==> src/hdl/line_sensor_centroid_tracker_macros.svh <==
// assertion macros shared by the line sensor centroid tracker rtl
`ifndef LINE_SENSOR_CENTROID_TRACKER_MACROS_SVH
`define LINE_SENSOR_CENTROID_TRACKER_MACROS_SVH

// property must hold at every clock edge out of reset
`define LSCT_ASSERT(name, prop, msg) \
    name: assert property (@(posedge clk) disable iff (!rst_n) prop) else $error(msg);

// condition must never be seen out of reset
`define LSCT_NEVER(name, cond, msg) \
    name: assert property (@(posedge clk) disable iff (!rst_n) !(cond)) else $error(msg);

`endif

==> src/hdl/lsct_pkg.sv <==
// types, constants and helpers shared by the line sensor centroid tracker
package lsct_pkg;

    localparam int MAX_CH     = 7;
    localparam int W_W        = 13;
    localparam int SUM_W      = 16;
    localparam int DIV_STEPS  = SUM_W - 1;
    localparam int CNT_W      = 3;
    localparam int KIND_W     = 2;
    localparam int IN_DATA_W  = 8;
    localparam int OUT_DATA_W = 32;
    localparam int REG_IDX_W  = 3;

    localparam logic [KIND_W-1:0] KIND_TRACK = 2'd0;
    localparam logic [KIND_W-1:0] KIND_WHITE = 2'd1;
    localparam logic [KIND_W-1:0] KIND_BLACK = 2'd2;
    localparam logic [KIND_W-1:0] KIND_CLEAR = 2'd3;

    localparam logic [REG_IDX_W-1:0] REG_GLOBAL_INVERT = 3'd0;
    localparam logic [REG_IDX_W-1:0] REG_WEIGHT0       = 3'd1;

    typedef logic signed [W_W-1:0] weight_t;
    typedef logic [MAX_CH-1:0][W_W-1:0] weight_arr_t;

    localparam weight_arr_t WEIGHT_RST = {
        13'sd3000, 13'sd2000, 13'sd1000, 13'sd0,
        -13'sd1000, -13'sd2000, -13'sd3000
    };

    typedef struct packed {
        logic              start;
        logic [MAX_CH-1:0] line;
    } cen_req_t;

    typedef struct packed {
        logic             done;
        logic             found;
        logic [CNT_W-1:0] count;
        weight_t          err;
    } cen_rsp_t;

    typedef struct packed {
        logic              capture;
        logic              clear;
        logic              black;
        logic [MAX_CH-1:0] bits;
    } calib_req_t;

    typedef struct packed {
        logic [MAX_CH-1:0] mask;
        logic              calibrated;
        logic              done_now;
        logic              cal_after;
    } calib_st_t;

    function automatic logic [OUT_DATA_W-1:0] pack_result(
        input weight_t           err,
        input logic              found,
        input logic              side,
        input logic [CNT_W-1:0]  cnt,
        input logic [MAX_CH-1:0] line,
        input logic              cal,
        input logic              done
    );
        return OUT_DATA_W'({done, cal, line, cnt, side, found, err});
    endfunction

endpackage

==> src/hdl/lsct_calib.sv <==
// white and black capture counters and the learned invert mask
module lsct_calib #(
    parameter int CHANNELS        = 7,
    parameter int CAPTURE_SAMPLES = 16
) (
    input  logic                   clk,
    input  logic                   rst_n,
    input  lsct_pkg::calib_req_t   req,
    output lsct_pkg::calib_st_t    st
);
    import lsct_pkg::*;

    localparam int SMP_W = $clog2(CAPTURE_SAMPLES + 1);

    logic [SMP_W-1:0]  sum_reg [CHANNELS];
    logic [SMP_W-1:0]  white_reg [CHANNELS];
    logic [SMP_W-1:0]  smp_reg;
    logic              black_reg;
    logic              wdone_reg;
    logic              bdone_reg;
    logic [MAX_CH-1:0] mask_reg;

    logic [SMP_W-1:0]  new_sum [CHANNELS];
    logic [SMP_W-1:0]  new_smp;
    logic [MAX_CH-1:0] new_mask;
    logic              restart;
    logic              done_now;
    logic              wd_after;
    logic              bd_after;

    always_comb
    begin
        restart  = (smp_reg == '0) || (black_reg != req.black);
        new_smp  = (restart ? '0 : smp_reg) + 1'b1;
        done_now = req.capture && (new_smp >= SMP_W'(CAPTURE_SAMPLES));
        new_mask = '0;
        for (int i = 0; i < CHANNELS; i++)
        begin
            new_sum[i]  = (restart ? '0 : sum_reg[i]) + SMP_W'(req.bits[i]);
            new_mask[i] = white_reg[i] > new_sum[i];
        end
        wd_after = wdone_reg || (done_now && !req.black);
        bd_after = bdone_reg || (done_now && req.black);
    end

    always_ff @(posedge clk or negedge rst_n)
    begin
        if (!rst_n)
        begin
            for (int i = 0; i < CHANNELS; i++)
            begin
                sum_reg[i]   <= '0;
                white_reg[i] <= '0;
            end
            smp_reg   <= '0;
            black_reg <= 1'b0;
            wdone_reg <= 1'b0;
            bdone_reg <= 1'b0;
            mask_reg  <= '0;
        end
        else if (req.clear)
        begin
            for (int i = 0; i < CHANNELS; i++)
            begin
                sum_reg[i]   <= '0;
                white_reg[i] <= '0;
            end
            smp_reg   <= '0;
            black_reg <= 1'b0;
            wdone_reg <= 1'b0;
            bdone_reg <= 1'b0;
            mask_reg  <= '0;
        end
        else if (req.capture)
        begin
            sum_reg   <= new_sum;
            black_reg <= req.black;
            if (done_now)
            begin
                smp_reg <= '0;
                if (req.black)
                begin
                    mask_reg  <= new_mask;
                    bdone_reg <= 1'b1;
                end
                else
                begin
                    white_reg <= new_sum;
                    wdone_reg <= 1'b1;
                end
            end
            else
            begin
                smp_reg <= new_smp;
            end
        end
    end

    always_comb
    begin
        st.mask       = mask_reg;
        st.calibrated = wdone_reg && bdone_reg;
        st.done_now   = done_now;
        if (req.clear)
            st.cal_after = 1'b0;
        else if (req.capture)
            st.cal_after = wd_after && bd_after;
        else
            st.cal_after = wdone_reg && bdone_reg;
    end

endmodule

==> src/hdl/lsct_centroid.sv <==
// weighted sum and restoring divide on one shared adder under a small sequencer
module lsct_centroid #(
    parameter int CHANNELS = 7
) (
    input  logic                  clk,
    input  logic                  rst_n,
    input  lsct_pkg::cen_req_t    req,
    input  lsct_pkg::weight_arr_t weights,
    output lsct_pkg::cen_rsp_t    rsp
);
    import lsct_pkg::*;

    localparam int IDX_W  = $clog2(CHANNELS);
    localparam int STEP_W = $clog2(DIV_STEPS);
    localparam logic [IDX_W-1:0]  LAST_IDX  = IDX_W'(CHANNELS - 1);
    localparam logic [STEP_W-1:0] LAST_STEP = STEP_W'(DIV_STEPS - 1);

    localparam logic [2:0] ST_IDLE = 3'd0;
    localparam logic [2:0] ST_ACC  = 3'd1;
    localparam logic [2:0] ST_ABS  = 3'd2;
    localparam logic [2:0] ST_DIV  = 3'd3;
    localparam logic [2:0] ST_SGN  = 3'd4;

    logic [2:0]           state_reg, state_next;
    logic [IDX_W-1:0]     idx_reg, idx_next;
    logic [STEP_W-1:0]    step_reg, step_next;
    logic [MAX_CH-1:0]    line_reg, line_next;
    logic [SUM_W-1:0]     acc_reg, acc_next;
    logic [CNT_W-1:0]     cnt_reg, cnt_next;
    logic [CNT_W-1:0]     rem_reg, rem_next;
    logic [DIV_STEPS-1:0] quo_reg, quo_next;
    logic                 neg_reg, neg_next;
    weight_t              err_reg, err_next;
    logic                 found_reg, found_next;
    logic                 done_reg, done_next;

    // the one shared add/subtract unit
    logic [SUM_W-1:0] add_a, add_b, add_res;
    logic             add_sub;
    logic [CNT_W-1:0] cnt_inc;
    logic             qbit;
    weight_t          w_sel;

    assign add_res = add_a + (add_b ^ {SUM_W{add_sub}}) + SUM_W'(add_sub);
    assign w_sel   = weights[idx_reg];

    always_comb
    begin
        state_next = state_reg;
        idx_next   = idx_reg;
        step_next  = step_reg;
        line_next  = line_reg;
        acc_next   = acc_reg;
        cnt_next   = cnt_reg;
        rem_next   = rem_reg;
        quo_next   = quo_reg;
        neg_next   = neg_reg;
        err_next   = err_reg;
        found_next = found_reg;
        done_next  = 1'b0;
        add_a      = '0;
        add_b      = '0;
        add_sub    = 1'b0;
        cnt_inc    = cnt_reg;
        qbit       = 1'b0;

        unique case (state_reg)
            ST_IDLE:
            begin
                if (req.start)
                begin
                    line_next  = req.line;
                    acc_next   = '0;
                    cnt_next   = '0;
                    idx_next   = '0;
                    state_next = ST_ACC;
                end
            end
            ST_ACC:
            begin
                add_a    = acc_reg;
                add_b    = line_reg[idx_reg] ? {{(SUM_W-W_W){w_sel[W_W-1]}}, w_sel} : '0;
                acc_next = add_res;
                cnt_inc  = cnt_reg + CNT_W'(line_reg[idx_reg]);
                cnt_next = cnt_inc;
                if (idx_reg == LAST_IDX)
                begin
                    if (cnt_inc == '0)
                    begin
                        found_next = 1'b0;
                        done_next  = 1'b1;
                        state_next = ST_IDLE;
                    end
                    else
                    begin
                        state_next = ST_ABS;
                    end
                end
                else
                begin
                    idx_next = idx_reg + 1'b1;
                end
            end
            ST_ABS:
            begin
                add_b      = acc_reg;
                add_sub    = 1'b1;
                neg_next   = acc_reg[SUM_W-1];
                quo_next   = acc_reg[SUM_W-1] ? add_res[DIV_STEPS-1:0]
                                              : acc_reg[DIV_STEPS-1:0];
                rem_next   = '0;
                step_next  = '0;
                state_next = ST_DIV;
            end
            ST_DIV:
            begin
                // trial subtract of the count from the shifted remainder
                add_a   = SUM_W'({rem_reg, quo_reg[DIV_STEPS-1]});
                add_b   = SUM_W'(cnt_reg);
                add_sub = 1'b1;
                qbit    = !add_res[SUM_W-1];
                if (qbit)
                    rem_next = add_res[CNT_W-1:0];
                else
                    rem_next = {rem_reg[CNT_W-2:0], quo_reg[DIV_STEPS-1]};
                quo_next = {quo_reg[DIV_STEPS-2:0], qbit};
                if (step_reg == LAST_STEP)
                    state_next = ST_SGN;
                else
                    step_next = step_reg + 1'b1;
            end
            ST_SGN:
            begin
                add_b      = SUM_W'(quo_reg);
                add_sub    = 1'b1;
                err_next   = neg_reg ? add_res[W_W-1:0] : quo_reg[W_W-1:0];
                found_next = 1'b1;
                done_next  = 1'b1;
                state_next = ST_IDLE;
            end
            default:
            begin
                state_next = ST_IDLE;
            end
        endcase
    end

    always_ff @(posedge clk or negedge rst_n)
    begin
        if (!rst_n)
        begin
            state_reg <= ST_IDLE;
            idx_reg   <= '0;
            step_reg  <= '0;
            done_reg  <= 1'b0;
            found_reg <= 1'b0;
            cnt_reg   <= '0;
        end
        else
        begin
            state_reg <= state_next;
            idx_reg   <= idx_next;
            step_reg  <= step_next;
            done_reg  <= done_next;
            found_reg <= found_next;
            cnt_reg   <= cnt_next;
        end
    end

    always_ff @(posedge clk)
    begin
        line_reg <= line_next;
        acc_reg  <= acc_next;
        rem_reg  <= rem_next;
        quo_reg  <= quo_next;
        neg_reg  <= neg_next;
        err_reg  <= err_next;
    end

    assign rsp.done  = done_reg;
    assign rsp.found = found_reg;
    assign rsp.count = cnt_reg;
    assign rsp.err   = err_reg;

endmodule

==> src/hdl/line_sensor_centroid_tracker.sv <==
// top level of the line sensor centroid tracker: handshake, config registers, result register
//
//  channel  | direction | contents (lowest bit first)
//  s_*      | in        | tuser: kind[1:0]; tdata: sensor_bits[6:0], pad
//  m_*      | out       | tdata: position_error, line_found, last_side, active_count,
//           |           |        line_bits, calibrated, capture_done, pad
//  cfg_*    | in        | index 0 global_invert, 1..7 weight_ch0..weight_ch6
//
// a tracking item goes one channel per cycle through the shared adder, then takes the
// magnitude of the sum and runs a 15-step restoring divide on the same adder, then sign
// fix and result load; with no active channel it ends after the last channel is summed
// capture and clear items produce their result in the cycle after transfer
// s_tready is low while a tracking item is in work or a result waits on m_tready
// reset is asynchronous and clears all calibration, held error and side
`include "line_sensor_centroid_tracker_macros.svh"

module line_sensor_centroid_tracker #(
    parameter int CHANNELS        = 7,
    parameter int CAPTURE_SAMPLES = 16
) (
    input  logic                                clk,
    input  logic                                rst_n,
    input  logic                                s_tvalid,
    output logic                                s_tready,
    input  logic [lsct_pkg::IN_DATA_W-1:0]      s_tdata,  // sensor_bits[6:0], zero[7]
    input  logic [lsct_pkg::KIND_W-1:0]         s_tuser,  // kind[1:0]
    output logic                                m_tvalid,
    input  logic                                m_tready,
    // position_error[12:0], line_found[13], last_side[14], active_count[17:15],
    // line_bits[24:18], calibrated[25], capture_done[26], zero[31:27]
    output logic [lsct_pkg::OUT_DATA_W-1:0]     m_tdata,
    input  logic                                cfg_we,
    input  logic [lsct_pkg::REG_IDX_W-1:0]      cfg_index,
    input  logic [lsct_pkg::W_W-1:0]            cfg_data
);
    import lsct_pkg::*;

    localparam logic [MAX_CH-1:0] CH_MASK = MAX_CH'((1 << CHANNELS) - 1);

    logic                  ginv_reg;
    weight_arr_t           weight_reg;
    weight_t               held_reg, held_next;
    logic                  side_reg, side_next;
    logic                  busy_reg, busy_next;
    logic                  out_valid_reg, out_valid_next;
    logic [OUT_DATA_W-1:0] out_data_reg, out_data_next;
    // corrected bits of the item in work, kept for its result
    logic [MAX_CH-1:0]     line_keep_reg;

    logic                  accept;
    logic [KIND_W-1:0]     kind;
    logic [MAX_CH-1:0]     raw_bits;
    logic [MAX_CH-1:0]     inv_bits;
    cen_req_t              cen_req;
    cen_rsp_t              cen_rsp;
    calib_req_t            cal_req;
    calib_st_t             cal_st;
    weight_t               err_now;
    logic                  side_now;

    assign kind     = s_tuser;
    assign raw_bits = s_tdata[MAX_CH-1:0] & CH_MASK;
    assign s_tready = !busy_reg && (!out_valid_reg || m_tready);
    assign accept   = s_tvalid && s_tready;
    assign inv_bits = cal_st.calibrated ? cal_st.mask : {MAX_CH{ginv_reg}};

    assign cen_req.start = accept && (kind == KIND_TRACK);
    assign cen_req.line  = (raw_bits ^ inv_bits) & CH_MASK;

    assign cal_req.capture = accept && ((kind == KIND_WHITE) || (kind == KIND_BLACK));
    assign cal_req.clear   = accept && (kind == KIND_CLEAR);
    assign cal_req.black   = (kind == KIND_BLACK);
    assign cal_req.bits    = raw_bits;

    lsct_centroid #(
        .CHANNELS (CHANNELS)
    ) u_centroid (
        .clk     (clk),
        .rst_n   (rst_n),
        .req     (cen_req),
        .weights (weight_reg),
        .rsp     (cen_rsp)
    );

    lsct_calib #(
        .CHANNELS        (CHANNELS),
        .CAPTURE_SAMPLES (CAPTURE_SAMPLES)
    ) u_calib (
        .clk   (clk),
        .rst_n (rst_n),
        .req   (cal_req),
        .st    (cal_st)
    );

    always_comb
    begin
        err_now  = cen_rsp.found ? cen_rsp.err : held_reg;
        side_now = side_reg;
        if (cen_rsp.found && (cen_rsp.err < 0))
            side_now = 1'b0;
        else if (cen_rsp.found && (cen_rsp.err > 0))
            side_now = 1'b1;

        held_next      = held_reg;
        side_next      = side_reg;
        busy_next      = busy_reg;
        out_valid_next = out_valid_reg && !m_tready;
        out_data_next  = out_data_reg;

        if (cen_rsp.done)
        begin
            held_next      = err_now;
            side_next      = side_now;
            busy_next      = 1'b0;
            out_valid_next = 1'b1;
            out_data_next  = pack_result(err_now, cen_rsp.found, side_now, cen_rsp.count,
                                         line_keep_reg, cal_st.calibrated, 1'b0);
        end
        else if (accept)
        begin
            if (kind == KIND_TRACK)
            begin
                busy_next = 1'b1;
            end
            else
            begin
                out_valid_next = 1'b1;
                out_data_next  = pack_result(held_reg, 1'b0, side_reg, '0, '0,
                                             cal_st.cal_after, cal_st.done_now);
            end
        end
    end

    always_ff @(posedge clk)
    begin
        if (cen_req.start)
            line_keep_reg <= cen_req.line;
        out_data_reg <= out_data_next;
    end

    always_ff @(posedge clk or negedge rst_n)
    begin
        if (!rst_n)
        begin
            ginv_reg      <= 1'b0;
            weight_reg    <= WEIGHT_RST;
            held_reg      <= '0;
            side_reg      <= 1'b0;
            busy_reg      <= 1'b0;
            out_valid_reg <= 1'b0;
        end
        else
        begin
            held_reg      <= held_next;
            side_reg      <= side_next;
            busy_reg      <= busy_next;
            out_valid_reg <= out_valid_next;
            if (cfg_we)
            begin
                if (cfg_index == REG_GLOBAL_INVERT)
                    ginv_reg <= cfg_data[0];
                for (int i = 0; i < MAX_CH; i++)
                begin
                    if (cfg_index == REG_IDX_W'(REG_WEIGHT0 + i))
                        weight_reg[i] <= cfg_data;
                end
            end
        end
    end

    assign m_tvalid = out_valid_reg;
    assign m_tdata  = out_data_reg;

    `LSCT_NEVER(a_no_take_busy, busy_reg && s_tready, "input ready while an item is in work")
    `LSCT_ASSERT(a_done_in_work, cen_rsp.done |-> busy_reg, "centroid result with no item in work")
    `LSCT_ASSERT(a_found_count, cen_rsp.done |-> (cen_rsp.found == (cen_rsp.count != '0)),
        "line found flag disagrees with active count")
    `LSCT_ASSERT(a_side_right, (cen_rsp.done && cen_rsp.found && (cen_rsp.err > 0)) |=> side_reg,
        "positive error did not set right side")

endmodule

==> config.mk <==
export PLATFORM = sky130hd
export DESIGN_NAME = line_sensor_centroid_tracker
export DESIGN_NICKNAME = d
export VERILOG_FILES = /design/src/hdl/lsct_pkg.sv /design/src/hdl/lsct_calib.sv /design/src/hdl/lsct_centroid.sv /design/src/hdl/line_sensor_centroid_tracker.sv
export VERILOG_INCLUDE_DIRS = /design/src /design/src/hdl
export SDC_FILE = /design/constraint.sdc
export NUM_CORES = 1
export LEC_CHECK = 0
export BUFFER_PORTS_ARGS = -buffer_cell sky130_fd_sc_hd__buf_4
export CAP_MARGIN = 20
export CORE_ASPECT_RATIO = 1.2
export CORE_MARGIN = 8
export CORE_UTILIZATION = 49
export CTS_CLUSTER_SIZE = 24
export DETAILED_ROUTE_END_ITERATION = 6
export PLACE_DENSITY = 0.66
export SLEW_MARGIN = 20
export SYNTH_ARGS = -nofsm -noshare
export SYNTH_HDL_FRONTEND = slang
export SYNTH_SLANG_ARGS = --single-unit
==> constraint.sdc <==
create_clock -name clk -period 11.1 [get_ports clk]
set_input_delay 0.555 -clock clk [delete_from_list [all_inputs] [get_ports clk]]
set_output_delay 0.555 -clock clk [all_outputs]
set_load 0.02 [all_outputs]
# After elaboration in Yosys (flattened, before gate mapping)
# Cells that the tools add are included.
# W data, S select, Z words.
# op_classes
n_mux	78
n_bitwise	3
n_mul	0
n_eq_ne	25
shift	0
div_mod_pow	0
reduce_logical	56
order_cmp	11
n_addsub	13
# ops
op	n
$mux W35	6
$mux W26	3
$pmux W16 S2	2
$pmux W16 S4	1
$mux W5	11
$bmux W13 S3	1
$mux W13	3
$add A5 B1 Y5	7
$gt A5 B5 Y1	7
$mux W7	5
$mux W16	2
$pmux W15 S2	1
$reduce_and A2 Y1	14
$mux W1	26
$eq A3 B3 Y1 const B	6
$mux W3	6
$pmux W3 S2	3
$add A16 B1 Y16	1
$add A16 B16 Y16	1
$reduce_bool A2 Y1	8
$xor A16 B16 Y16	1
$mux W15	1
$reduce_and A3 Y1	5
$gt A13 B1 Y1 const B	1
other kinds (30)	64
# totals
mem_count	0
latchBits	0
ff_bits	297
wordCells	232
ram_bits	0
mem_bits_ro	0
output_inout_bits	34
input_bits	31

# Logic depth before layout (Yosys ltp)
# Gate-level depths: netlist (run 1).
# logic_depth
word_depth	15
ltp_mapped	20
ltp_nobuf	17

# Cells and area by module
# From an unflattened synthesis (run 1), not the netlist that was laid out.
# hier_totals
cells_unflattened	1403
area_unflattened_um2	15753.9
# modules_own_cells
mod	seq_area_each_um2	instances	cells_per_inst	area_per_inst_um2
line_sensor_centroid_tracker	3753.6	1	328	5469.0
lsct_centroid	2026.9	1	524	5166.2
lsct_calib	2127.0	1	551	5118.7

# Least setup slack after synthesis (run 1)
# No wires, ideal clock.
# synth_timing
kind	reg-to-reg
from	register u_centroid.idx_reg[1]
to	register u_centroid.rem_reg[1] (data pin)
n_path_buf	3
setup_ps	261
period_less_slack_ps	4067
t_arrival_ps	3806
required_ps	10839
slack_ps	7033
path_stages_with_launch	18
path_cell_list	dfrtp_1 -> clkbuf_1 -> buf_2 -> buf_1 -> mux4_2 -> nor2_1 -> a21oi_1 -> a21oi_1 -> o22ai_1 -> ha_1 -> a21o_1 -> a21o_1 -> a21oi_1 -> o21ai_0 -> a21oi_1 -> o22ai_4 -> and3_1 -> a311o_1
# synth_via
elab_chain_len	9
elab_cells_between_ends	11
classes_between	2 x add/sub; 8 x mux; 1 x bitwise
# synth_rtl
item	line_no	text
start: declaration	lsct_centroid.sv:25	logic [IDX_W-1:0] idx_reg, idx_next;
start signal: assignment	lsct_centroid.sv:162	idx_reg <= idx_next;
$bmux W13 S3 or $bmux W1 S3 (tied branches)	lsct_centroid.sv:45, lsct_centroid.sv:82	
$mux W13 (not written as such) or $mux W1 (tied branches)	lsct_centroid.sv:45, lsct_centroid.sv:82	
$mux W16 *	lsct_centroid.sv:82	add_b = line_reg[idx_reg] ? {{(SUM_W-W_W){w_sel[W_W-1]}}, w_sel} : '0;
$pmux W16 S4 *	lsct_centroid.sv:67	unique case (state_reg)
$xor A16 B16 Y16 *	lsct_centroid.sv:44	assign add_res = add_a + (add_b ^ {SUM_W{add_sub}}) + SUM_W'(add_sub);
$add A16 B16 Y16 *	lsct_centroid.sv:44	
$add A16 B1 Y16 *	lsct_centroid.sv:44	
$mux W3 *	lsct_centroid.sv:122	if (qbit)
$pmux W3 S2 *	lsct_centroid.sv:67	
end signal: assignment	lsct_centroid.sv:174	rem_reg <= rem_next;
end: declaration	lsct_centroid.sv:30	logic [CNT_W-1:0] rem_reg, rem_next;
# Mark *: on every way between the ends. The rest lies on a longest branch, timed or not. The select of a mux whose other input is x is not followed.
# A chain may end at the register's enable or synchronous reset.

# Worst setup path after layout (run 1)
# layout_timing
from	register u_centroid.state_reg[0]
to	register u_centroid.quo_reg[14] (data pin)
# layout_via
elab_chain_len	8
elab_cells_between_ends	13
classes_between	2 x add/sub; 4 x eq/ne; 5 x mux; 1 x bitwise; 1 x reduce/logical
# layout_rtl
item	line_no	text
start: declaration	lsct_centroid.sv:24	logic [2:0] state_reg, state_next;
start signal: assignment	lsct_centroid.sv:161	state_reg <= state_next;
$eq A3 B3 Y1 or $eq A3 B2 Y1 (tied branches)	lsct_centroid.sv:67	
$reduce_or A3 Y1 (no source line)	-	
$mux W1	lsct_centroid.sv:67	
$xor A16 B16 Y16	lsct_centroid.sv:44	
$add A16 B16 Y16	lsct_centroid.sv:44	
$add A16 B1 Y16	lsct_centroid.sv:44	
$mux W15	lsct_centroid.sv:109	quo_next = acc_reg[SUM_W-1] ? add_res[DIV_STEPS-1:0]
$pmux W15 S2 *	lsct_centroid.sv:67	
named net u_centroid.quo_next[14]	lsct_centroid.sv:31	logic [DIV_STEPS-1:0] quo_reg, quo_next;
end signal: assignment	lsct_centroid.sv:175	quo_reg <= quo_next;
end: declaration	lsct_centroid.sv:31	
# Mark *: on every way through the listed nets, which the timed path passes. The rest lies on a longest branch.

==> results of run 1 <==
[cell usage in the layout, fill, tap and decap left out, types with 40 or more instances in the layout]
| cell | n |
|---|---|
| and2_1 | 42 |
| nand2_1 | 131 |
| nor2_1 | 110 |
| a21oi_1 | 95 |
| inv_1 | 40 |
| mux2_2 | 120 |
| dfrtp_1 | 176 |
| ha_1 | 73 |
| edfxtp_1 | 88 |
| buf_4 | 77 |
| o21ai_0 | 64 |
[where the power goes]
group | switching [mW] | internal [mW]
sequential | 0.161 | 1.44
combinational | 1.09 | 0.769
clock | 0.439 | 0.607
[area by class of cell]
class / instances / area [sq um]
repair buffers: 78 / 591.8
inverters: 42 / 157.7
clock inverters: 15 / 137.6
well taps: 401 / 501.7
clock buffers: 43 / 892.1
multi-input cells: 979 / 7027
fillers: 2699 / 13880
flip-flops and latches: 297 / 7908
[worst reg2reg max path, stage by stage (launching register included)]
cell and delay, ns:
dfrtp_1 0.63, nor2_1 0.13, nand2_1 0.40, inv_1 0.31
buf_4 0.30, a22oi_1 0.39, nor2b_1 0.26, o21ai_0 0.14
fa_1 0.44, nor2b_1 0.14, o21a_1 0.13, o21ai_0 0.18
a211oi_1 0.67, o21bai_1 0.15, a21boi_0 0.40, or3_1 0.17
nand3_1 0.07
[how the worst max path moves through the flow]
stage / to / slack, ns / cells after the start
after CTS: u_centroid.quo_reg[14] / 5.99 / 16
after detailed placement: u_centroid.quo_reg[14] / 6.00 / 16
after global placement: u_centroid.quo_reg[14] / 6.03 / 16
after floorplan: u_centroid.rem_reg[1] / 7.03 / 17
final: u_centroid.quo_reg[14] / 5.93 / 16
after global routing: u_centroid.quo_reg[14] / 5.60 / 16
[routing by layer]
layer	part of all wire	routed length, um	vias up
met5	0.00075	26	-
met4	0.024	819	4
met3	0.045	1555	58
met2	0.51	17900	176
met1	0.42	14520	5248
li1	-	-	5060
[metrics by stage]
| step | instance area (sq um) | worst slack [ns] | hold slack, ns | power (mW) | std cells |
|---|---|---|---|---|---|
| finish | 17220 | 5.926 | -0.002993 | 4.511 | 1855 |
| global route | 17220 | 5.601 | 0.03653 | 4.818 | 1855 |
| CTS | 17220 | 5.988 | 0.02509 | 4.537 | 1855 |
| detailed placement | 16190 | 5.995 | 0.4718 | 3.475 | 1797 |
| global placement | 16190 | 6.032 | 0.4597 | 3.430 | 1797 |
| floorplan | 15390 | 7.033 | 0.2594 | 2.981 | 1395 |
[cells by family after synthesis]
kind of cell,after synthesis,share of synthesized area
AO/OA/AOI/OAI,274,0.1117
XOR/XNOR,43,0.02450
adder cells (fa/ha/maj),74,0.06072
buffers and inverters,119,0.03101
flip-flops,297,0.5144
multiplexers,164,0.1280
other,1,0.0002439
AND/OR/NAND/NOR,419,0.1295
==> impl_metrics.py, run 1 <==
metrics = {
    "status": {
        "outcome": "complete, but fails checks",
        "failed_checks": "negative hold slack",
    },
    "global_route": {
        "grt_pass1_vias": 10920,
        "top_usage_layer": "met2",
        "gr-usage-all-layers": 0.1881,
        "antenna_found_initial": 2,
        "use_met1": 0.2280,
        "grt_pass1_wl_um": 57170,
        "overflow": 0,
        "grt_max_degree": 79,
        "met2_usage": 0.3379,
        "grt_util_met3": 0.02935,
    },
    "die": {
        "die_x_um": 177.7,
        "dieArea_sq_um": 37320,
        "pin_count": 65,
        "die_y_um": 210.0,
        "initial_utilization": 0.4944,
        "core_sq_um": 31090,
        "num_rows": 71,
    },
    "critical_path": {
        "path_class": "flop to flop",
        "worstPathMaxFanout": 16,
        "r2r_start": "u_centroid.state_reg[0]",
        "cp.required_ns": 11.42,
        "crit_buf_inv": 2,
        "r2r_slack_ns": 5.93,
        "crit_slowest_cell": "a211oi_1",
        "reg2reg_to": "u_centroid.quo_reg[14]",
        "start_kind": "flop",
        "reg2regPathDepth": 16,
        "crit_family": "compound AO/OA/AOI/OAI gates",
        "worstSetupStartpoint": "u_centroid.state_reg[0]",
        "slowest_delay_ns": 0.67,
        "arrival_ns": 5.50,
        "critPathCaptureType": "flop",
        "crit_path_cell_trace": "nor2_1, nand2_1, inv_1, buf_4, a22oi_1, nor2b_1, o21ai_0, fa_1, nor2b_1, o21a_1, o21ai_0, a211oi_1, o21bai_1, a21boi_0, or3_1, nand3_1",
    },
    "yosys": {
        "synthTopCellsByCount": "176 x dfrtp_1, 131 x nand2_1, 120 x mux2_2, 110 x nor2_1, 96 x a21oi_1",
        "synth-main-ff-cell": "dfrtp_1",
        "synth_area_leaders": "dfrtp_1 29%, edfxtp_1 17%, mux2_2 8.8%",
        "synth.avg_cell_area_sq_um": 11.05,
        "synth_top_area_share": 0.2865,
        "synth-seq-cells": 297,
        "synth.most_common_cell": "dfrtp_1",
        "yosysTopAreaCell": "dfrtp_1",
        "ys_types": 68,
        "synth-edff-count": 88,
        "yosys_warnings": 0,
        "seq_area_frac_synth": 0.5144,
        "async_flop_share": 0.7003,
        "netlist_instances": 1391,
        "synth_area_sq_um": 15370,
    },
    "clock_network": {
        "cts_tree": "built",
        "cts.clk_slew.worst_paths_ns": 0.07,
        "cts.repair.resized": 0,
        "htree_levels": 1,
        "post_cts_buffers": 0,
        "cts_buffer_depth": 3,
        "clkLatencyLatePin_ns": 0.58,
        "cts.sinks": 297,
        "cts_buffers": 31,
        "ctsRootBufferMaster": "clkbuf_16",
        "ctsHoldBuffers": 0,
    },
    "timing": {
        "tightest_slew_ns": 1.155,
        "fin_crit_sh": 0.4661,
        "setup_viol_count_final": 0,
        "fin_setup_tns_ns": 0,
        "finClkSkew_ns": 0.01940,
        "max_slew_margin": 0.2297,
        "whs_ns": -0.002993,
        "finalHoldViolCount": 9,
        "fmax_mhz": 193.3,
        "finalWorstPathRequiredPeriod_ns": 5.174,
        "rsz0062_at_grt": "false",
        "drv_slew": 0,
    },
    "worst_hold_path": {
        "hold_path_class": "primary input to asynchronous set/reset pin",
    },
    "final_layout": {
        "fin_util": 0.5537,
        "num-nets-final": 1534,
        "largest_reg_flops": 91,
        "synthToLayoutAreaGrowth_pct": 11.99,
        "diodes": 0,
        "final_layout_size_suffix_gt1_frac": 0.2125,
    },
    "power_and_ir_drop": {
        "p_leak_nw": 7.249,
        "ir_drop_mv": 0.1297,
        "p_per_area_nw_per_um2": 262.1,
    },
    "detailed_routing": {
        "dr.first_iter.drc_count": 622,
        "drc": 0,
        "vias": 10550,
        "wl_per_cell_um": 18.77,
        "antenna_left": 0,
        "finalWirelength_um": 34820,
        "viasPerCell": 5.685,
        "dr.pass1.iters": 5,
    },
    "place": {
        "routabilityCongestion": 0.8617,
        "hpwlAfterDp_um": 23180,
        "io_buffers": 58,
    },
    "flow_run": {
        "drv_cap": 0,
    },
}
No activity file was read; power rests on OpenSTA's default activity.
==> run 2, diff against run 1 <==
--- a/config.mk
+++ b/config.mk
@@ -6,6 +6,7 @@
 export SDC_FILE = /design/constraint.sdc
 export NUM_CORES = 1
 export LEC_CHECK = 0
+export ABC_AREA = 1
 export BUFFER_PORTS_ARGS = -buffer_cell sky130_fd_sc_hd__buf_4
 export CAP_MARGIN = 20
 export CORE_ASPECT_RATIO = 1.2
==> constraint.sdc (replaced) <==
create_clock -name clk -period 5.4 [get_ports clk]
set_input_delay 0.27 -clock clk [delete_from_list [all_inputs] [get_ports clk]]
set_output_delay 0.27 -clock clk [all_outputs]
set_load 0.02 [all_outputs]
==> impl_metrics.py, run 2 <==
metrics = {
    "clock_network": {
        "ctsHoldBuffers": 13,
        "cts.repair.resized": 0,
        "htree_levels": 2,
        "cts_tree": "built",
        "post_cts_buffers": 0,
        "clkLatencyLatePin_ns": 0.52,
        "cts.clk_slew.worst_paths_ns": 0.06,
        "cts_buffers": 34,
        "cts.sinks": 297,
        "ctsRootBufferMaster": "clkbuf_16",
        "cts_buffer_depth": 3,
    },
    "worst_hold_path": {
        "hold_path_class": "primary input to flop",
    },
    "global_route": {
        "gr-usage-all-layers": 0.1975,
        "antenna_found_initial": 0,
        "overflow": 0,
        "grt_pass1_wl_um": 59950,
        "grt_max_degree": 116,
        "grt_pass1_vias": 11940,
    },
    "final_layout": {
        "final_layout_size_suffix_gt1_frac": 0.1097,
        "layout_commonest_cell": "nand2_1",
        "fin_cells": 2261,
        "largest_reg_flops": 91,
        "layout_common_cells": "447 x nand2_1, 223 x o21ai_0, 210 x inv_1",
        "num-nets-final": 1939,
        "synthToLayoutAreaGrowth_pct": 12.76,
        "diodes": 0,
    },
    "detailed_routing": {
        "dr.first_iter.drc_count": 778,
        "dr.pass1.iters": 6,
        "vias": 11980,
        "antenna_left": 0,
        "viasPerCell": 5.299,
        "finalWirelength_um": 36060,
        "wl_per_cell_um": 15.95,
        "drc": 0,
    },
    "die": {
        "dieArea_sq_um": 37250,
        "die_y_um": 209.8,
        "die_x_um": 177.5,
        "pin_count": 65,
        "core_sq_um": 31090,
        "initial_utilization": 0.4934,
        "num_rows": 71,
    },
    "timing": {
        "fin_setup_tns_ns": 0,
        "setup_viol_count_final": 0,
        "finalHoldViolCount": 0,
        "finalWorstPathRequiredPeriod_ns": 4.555,
        "max_slew_margin": 0.3304,
        "finClkSkew_ns": 0.01990,
        "fmax_mhz": 219.5,
        "tightest_slew_ns": 1.002,
        "rsz0062_at_grt": "false",
        "fin_crit_sh": 0.8435,
        "drv_slew": 0,
    },
    "critical_path": {
        "critPathCaptureType": "flop",
        "arrival_ns": 4.91,
        "cp.required_ns": 5.75,
        "worstPathMaxFanout": 45,
        "crit_path_cell_trace": "inv_2, nand2_1, nand3_1, nand2_1, nand2_1, a21oi_2, buf_4, nand2_1, nand2_1, inv_1, a221oi_1, ha_1, a21oi_1, nor3_1, a2111oi_2, nand3_1, nand2_2, nor2_1, nor2_1",
        "path_class": "flop to flop",
        "cp_common_cell": "nand2_1",
        "slowest_delay_ns": 0.68,
        "crit_slowest_cell": "dfrtp_1",
        "start_kind": "flop",
    },
    "power_and_ir_drop": {
        "p_per_area_nw_per_um2": 541.0,
        "p_leak_nw": 8.037,
        "ir_drop_mv": 0.3029,
        "finalPower_mw": 9.358,
    },
    "yosys": {
        "synth_area_leaders": "dfrtp_1 29%, edfxtp_1 17%, nand2_1 11%",
        "synth-seq-cells": 297,
        "synth_area_sq_um": 15340,
        "async_flop_share": 0.7003,
        "synthTopCellsByCount": "447 x nand2_1, 223 x o21ai_0, 210 x inv_1, 176 x dfrtp_1, 155 x nor2_1",
        "yosys_warnings": 0,
        "synth_top_area_share": 0.2871,
        "ys_types": 52,
        "synth.avg_cell_area_sq_um": 8.603,
        "yosysTopAreaCell": "dfrtp_1",
        "synth-main-ff-cell": "dfrtp_1",
        "synth-edff-count": 88,
        "netlist_instances": 1783,
        "synth.most_common_cell": "nand2_1",
        "seq_area_frac_synth": 0.5155,
    },
    "flow_run": {
        "drv_cap": 0,
    },
    "place": {
        "routabilityCongestion": 0.8670,
        "io_buffers": 58,
        "dp_cells": 2186,
        "hpwlAfterDp_um": 23360,
    },
    "status": {
        "outcome": "finished clean",
    },
}
## run 2: changes by cell type after synthesis, sizes merged, moves of 44 or more
cell / previous run / this run
a21oi: 97 / 51
o21ai: 65 / 249
mux2: 120 / 0
and2: 44 / 0
nand2: 131 / 459
nor2: 110 / 161
inv: 41 / 221
## run 2: metrics by stage
step	util	area, sq um	hold slack (ns)	setup slack (ns)
after floorplan	-	15350	-0.02559	1.772
after global placement	0.5169	16070	0.4617	1.030
after detailed placement	0.5169	16070	0.4655	0.9110
after CTS	0.5563	17300	0.01237	0.8768
after global routing	0.5563	17300	0.03647	0.4361
final	0.5563	17300	0.03014	0.8451
## run 2: cells by family after synthesis
family          synth area share
compound gates            0.1378
flops                     0.5155
simple gates              0.1834
other cells            0.0002445
xor+xnor                 0.02512
buf+inv                  0.07708
fa+ha+maj                0.06085
## run 2: routing by layer
metal | part of all wire | up-vias | GRT usage
met5 | 0 | - | 0
met4 | 0.033 | 0 | 0.07513
met3 | 0.046 | 77 | 0.02966
met2 | 0.49 | 269 | 0.3454
met1 | 0.43 | 5707 | 0.2412
li1 | - | 5927 | -
## run 2: worst max-delay path, delay by kind of cell (launching register included)
kind,cells,cell delay [ns]
AOI/OAI and AO/OA,4,1.37
adders and majority gates,1,0.33
buffers and inverters,3,0.81
and+or+nand+nor,11,1.17
DFF,1,0.68
## run 2: cell type report
| type | instances | area [sq um] |
|---|---|---|
| Timing Repair Buffer | 84 | 681.9 |
| Multi-Input combinational cell | 1194 | 6270 |
| Clock buffer | 50 | 991.0 |
| Fill cell | 2849 | 13800 |
| Sequential cell | 297 | 7908 |
| Clock inverter | 12 | 105.1 |
| Inverter | 223 | 839.6 |
| Tap cell | 401 | 501.7 |
## run 2: final timing paths
check                                      start               endpoint  slack [ns]  depth (start not counted)
hold / removal                          m_tready               m_tvalid        0.03                          4
setup / recovery           u_centroid.idx_reg[0]  u_centroid.rem_reg[0]        0.85                         19
setup reg to reg           u_centroid.idx_reg[0]  u_centroid.rem_reg[0]        0.85                         19
min in group asynchronous                  rst_n    u_calib.sum_reg[12]        0.42                          2
hold reg to reg            u_calib.white_reg[33]  u_calib.white_reg[33]        0.48                          2
max in group asynchronous                  rst_n         weight_reg[86]        3.88                          3
## run 2: power by group
part	switching (mW)	total (mW)	internal, mW
Sequential	0.333	3.43	3.10
Clock	0.917	2.25	1.33
Combinational	2.43	3.68	1.25
Total	3.68	9.36	5.68
==> run 3, diff against run 2 <==
--- a/config.mk
+++ b/config.mk
@@ -6,7 +6,7 @@
 export SDC_FILE = /design/constraint.sdc
 export NUM_CORES = 1
 export LEC_CHECK = 0
-export ABC_AREA = 1
+export ABC_AREA = 0
 export BUFFER_PORTS_ARGS = -buffer_cell sky130_fd_sc_hd__buf_4
 export CAP_MARGIN = 20
 export CORE_ASPECT_RATIO = 1.2
@@ -14,7 +14,7 @@
 export CORE_UTILIZATION = 49
 export CTS_CLUSTER_SIZE = 24
 export DETAILED_ROUTE_END_ITERATION = 6
-export PLACE_DENSITY = 0.66
+export PLACE_DENSITY = 0.68
 export SLEW_MARGIN = 20
 export SYNTH_ARGS = -nofsm -noshare
 export SYNTH_HDL_FRONTEND = slang
==> constraint.sdc (replaced) <==
create_clock -name clk -period 4 [get_ports clk]
set_input_delay 0.2 -clock clk [delete_from_list [all_inputs] [get_ports clk]]
set_output_delay 0.2 -clock clk [all_outputs]
set_load 0.02 [all_outputs]
==> impl_metrics.py, run 3 (synthesized netlist as in run 1, its figures left out) <==
metrics = {
    "critical_path": {
        "start_kind": "flop",
        "path_depth": 17,
        "arrival_ns": 4.13,
        "path_class": "flop to flop",
        "worstPathMaxFanout": 5,
        "slowest_delay_ns": 0.53,
        "critPathCaptureType": "flop",
        "r2r_slack_ns": 0.17,
        "reg2regPathDepth": 17,
        "crit_family": "compound AO/OA/AOI/OAI gates",
        "crit_buf_inv": 2,
        "crit_path_cell_trace": "mux4_2, nor2_2, a21oi_1, and2_4, buf_12, buf_4, a21oi_1, o22ai_1, ha_1, a21o_1, a21o_1, a21oi_2, o21ai_1, a21oi_2, o22ai_4, and3_1, a311o_1",
        "crit_slowest_cell": "mux4_2",
        "cp.required_ns": 4.30,
    },
    "global_route": {
        "grt_pass1_wl_um": 58170,
        "grt_max_degree": 124,
        "antenna_found_initial": 1,
        "grt_pass1_vias": 11380,
        "overflow": 0,
        "gr-usage-all-layers": 0.1895,
    },
    "timing": {
        "fmax_mhz": 261.1,
        "tightest_slew_ns": 0.9408,
        "finalWorstPathRequiredPeriod_ns": 3.830,
        "whs_ns": 0.02245,
        "fin_crit_sh": 0.9574,
        "finClkSkew_ns": 0.01520,
        "drv_slew": 0,
        "setup_viol_count_final": 0,
        "worst_slack_ns": 0.1705,
        "finalHoldViolCount": 0,
        "max_slew_margin": 0.3695,
    },
    "power_and_ir_drop": {
        "p_clk_frac": 0.248,
        "ir_drop_mv": 0.4323,
        "pwr-share-comb": 0.403,
        "swShare": 0.3471,
        "p_leak_nw": 7.737,
        "internal_power_mw": 8.224,
        "p_switching_mw": 4.373,
        "seq_power_share": 0.349,
        "p_per_area_nw_per_um2": 695.2,
    },
    "final_layout": {
        "fillers": 2594,
        "layout_common_cells": "176 x dfrtp_1, 144 x buf_4, 131 x nand2_1",
        "largest_reg_flops": 91,
        "synthToLayoutAreaGrowth_pct": 17.88,
        "final_layout_size_suffix_gt1_frac": 0.2567,
        "fin_util": 0.5828,
        "num-nets-final": 1620,
        "layout_commonest_cell": "dfrtp_1",
        "fin_cells": 1941,
    },
    "die": {
        "die_x_um": 177.7,
        "core_sq_um": 31090,
        "initial_utilization": 0.4944,
        "pin_count": 65,
        "die_y_um": 210.0,
        "num_rows": 71,
        "dieArea_sq_um": 37320,
    },
    "place": {
        "dp_cells": 1867,
        "routabilityCongestion": 0.9079,
        "dp_slack_ns": -0.07199,
        "io_buffers": 58,
        "hpwlAfterDp_um": 24560,
    },
    "clock_network": {
        "cts.sinks": 297,
        "cts_tree": "built",
        "htree_levels": 1,
        "clkLatencyLatePin_ns": 0.55,
        "ctsRootBufferMaster": "clkbuf_16",
        "cts.clk_slew.worst_paths_ns": 0.06,
        "cts_buffers": 30,
        "cts_buffer_depth": 3,
    },
    "worst_hold_path": {
        "hold_depth": 2,
        "hold_path_class": "primary input to flop",
    },
    "detailed_routing": {
        "dr.first_iter.drc_count": 518,
        "viasPerCell": 5.621,
        "finalWirelength_um": 35030,
        "dr.pass1.iters": 5,
        "wl_per_cell_um": 18.05,
        "antenna_left": 0,
        "drc": 0,
        "vias": 10910,
    },
    "status": {
        "outcome": "finished clean",
    },
    "flow_run": {
        "drv_cap": 0,
    },
}
[run 3: cell count changes in the layout (fill, tap and decap cells not counted), moves of 20 or more]
cell | before | now
o21ai_0 | 223 | 59
mux2_2 | 0 | 120
nand2_1 | 447 | 131
buf_4 | 69 | 144
o21ai_1 | 25 | 5
mux2i_1 | 0 | 30
inv_1 | 210 | 40
nor2_1 | 155 | 109
o22ai_1 | 41 | 8
and2_1 | 0 | 41
a21oi_1 | 49 | 91
[run 3: path summary, 6_finish.rpt]
| path | startpoint | end |
|---|---|---|
| max | u_centroid.idx_reg[0] | u_centroid.rem_reg[1] |
| min | s_tdata[0] | line_keep_reg[0] |
| max reg2reg | u_centroid.idx_reg[0] | u_centroid.rem_reg[1] |
| min reg2reg | u_centroid.found_reg | u_centroid.found_reg |
| max in group asynchronous | rst_n | weight_reg[81] |
| min in group asynchronous | rst_n | m_tvalid |
[run 3: stage by stage]
step	TNS, ns	power, mW	instance area, sq um
after floorplan	0	8.280	15390
after global placement	-0.05450	9.227	16740
after detailed placement	-0.2726	9.360	16740
after CTS	0	12.55	18010
after global routing	-0.01166	13.40	18120
final	0	12.60	18120
[run 3: area by class of cell]
type / count / area [sq um] / share of cell area
clock inverter: 25 / 337.8 / 0.01864
sequential: 297 / 7908 / 0.4364
multi-input combinational: 979 / 7098 / 0.3917
tap: 401 / 501.7 / 0.02769
timing repair buffer: 165 / 1340 / 0.07395
antenna: 1 / 2.502 / 0.0001381
inverter: 42 / 157.7 / 0.008700
clock buffer: 31 / 775.7 / 0.04281
[run 3: timing repair]
item                                   4_1_cts  5_1_grt
pin swaps                                    1        3
setup buffers                                0        1
endpoints found under the hold margin      189        0
cloned                                       0        0
setup endpoints to repair                    7       25
resized for setup                            4       19
hold buffers                                14        0
[run 3: per-layer routing]
layer / part of all wire / GRT usage / up-vias
met3: 0.040 / 0.02595 / 59
li1: - / - / 5239
met5: 0 / 0 / -
met2: 0.53 / 0.3479 / 191
met4: 0.021 / 0.04951 / 0
met1: 0.41 / 0.2286 / 5421
[run 3: power by group through the flow]
stage               clock network (mW)  registers (mW)  logic [mW]
finish                            3.13            4.40        5.08
global route                      3.30            4.48        5.63
CTS                               3.18            4.42        4.95
detailed placement                   0            4.47        4.89
global placement                     0            4.44        4.78
floorplan                            0            4.34        3.94
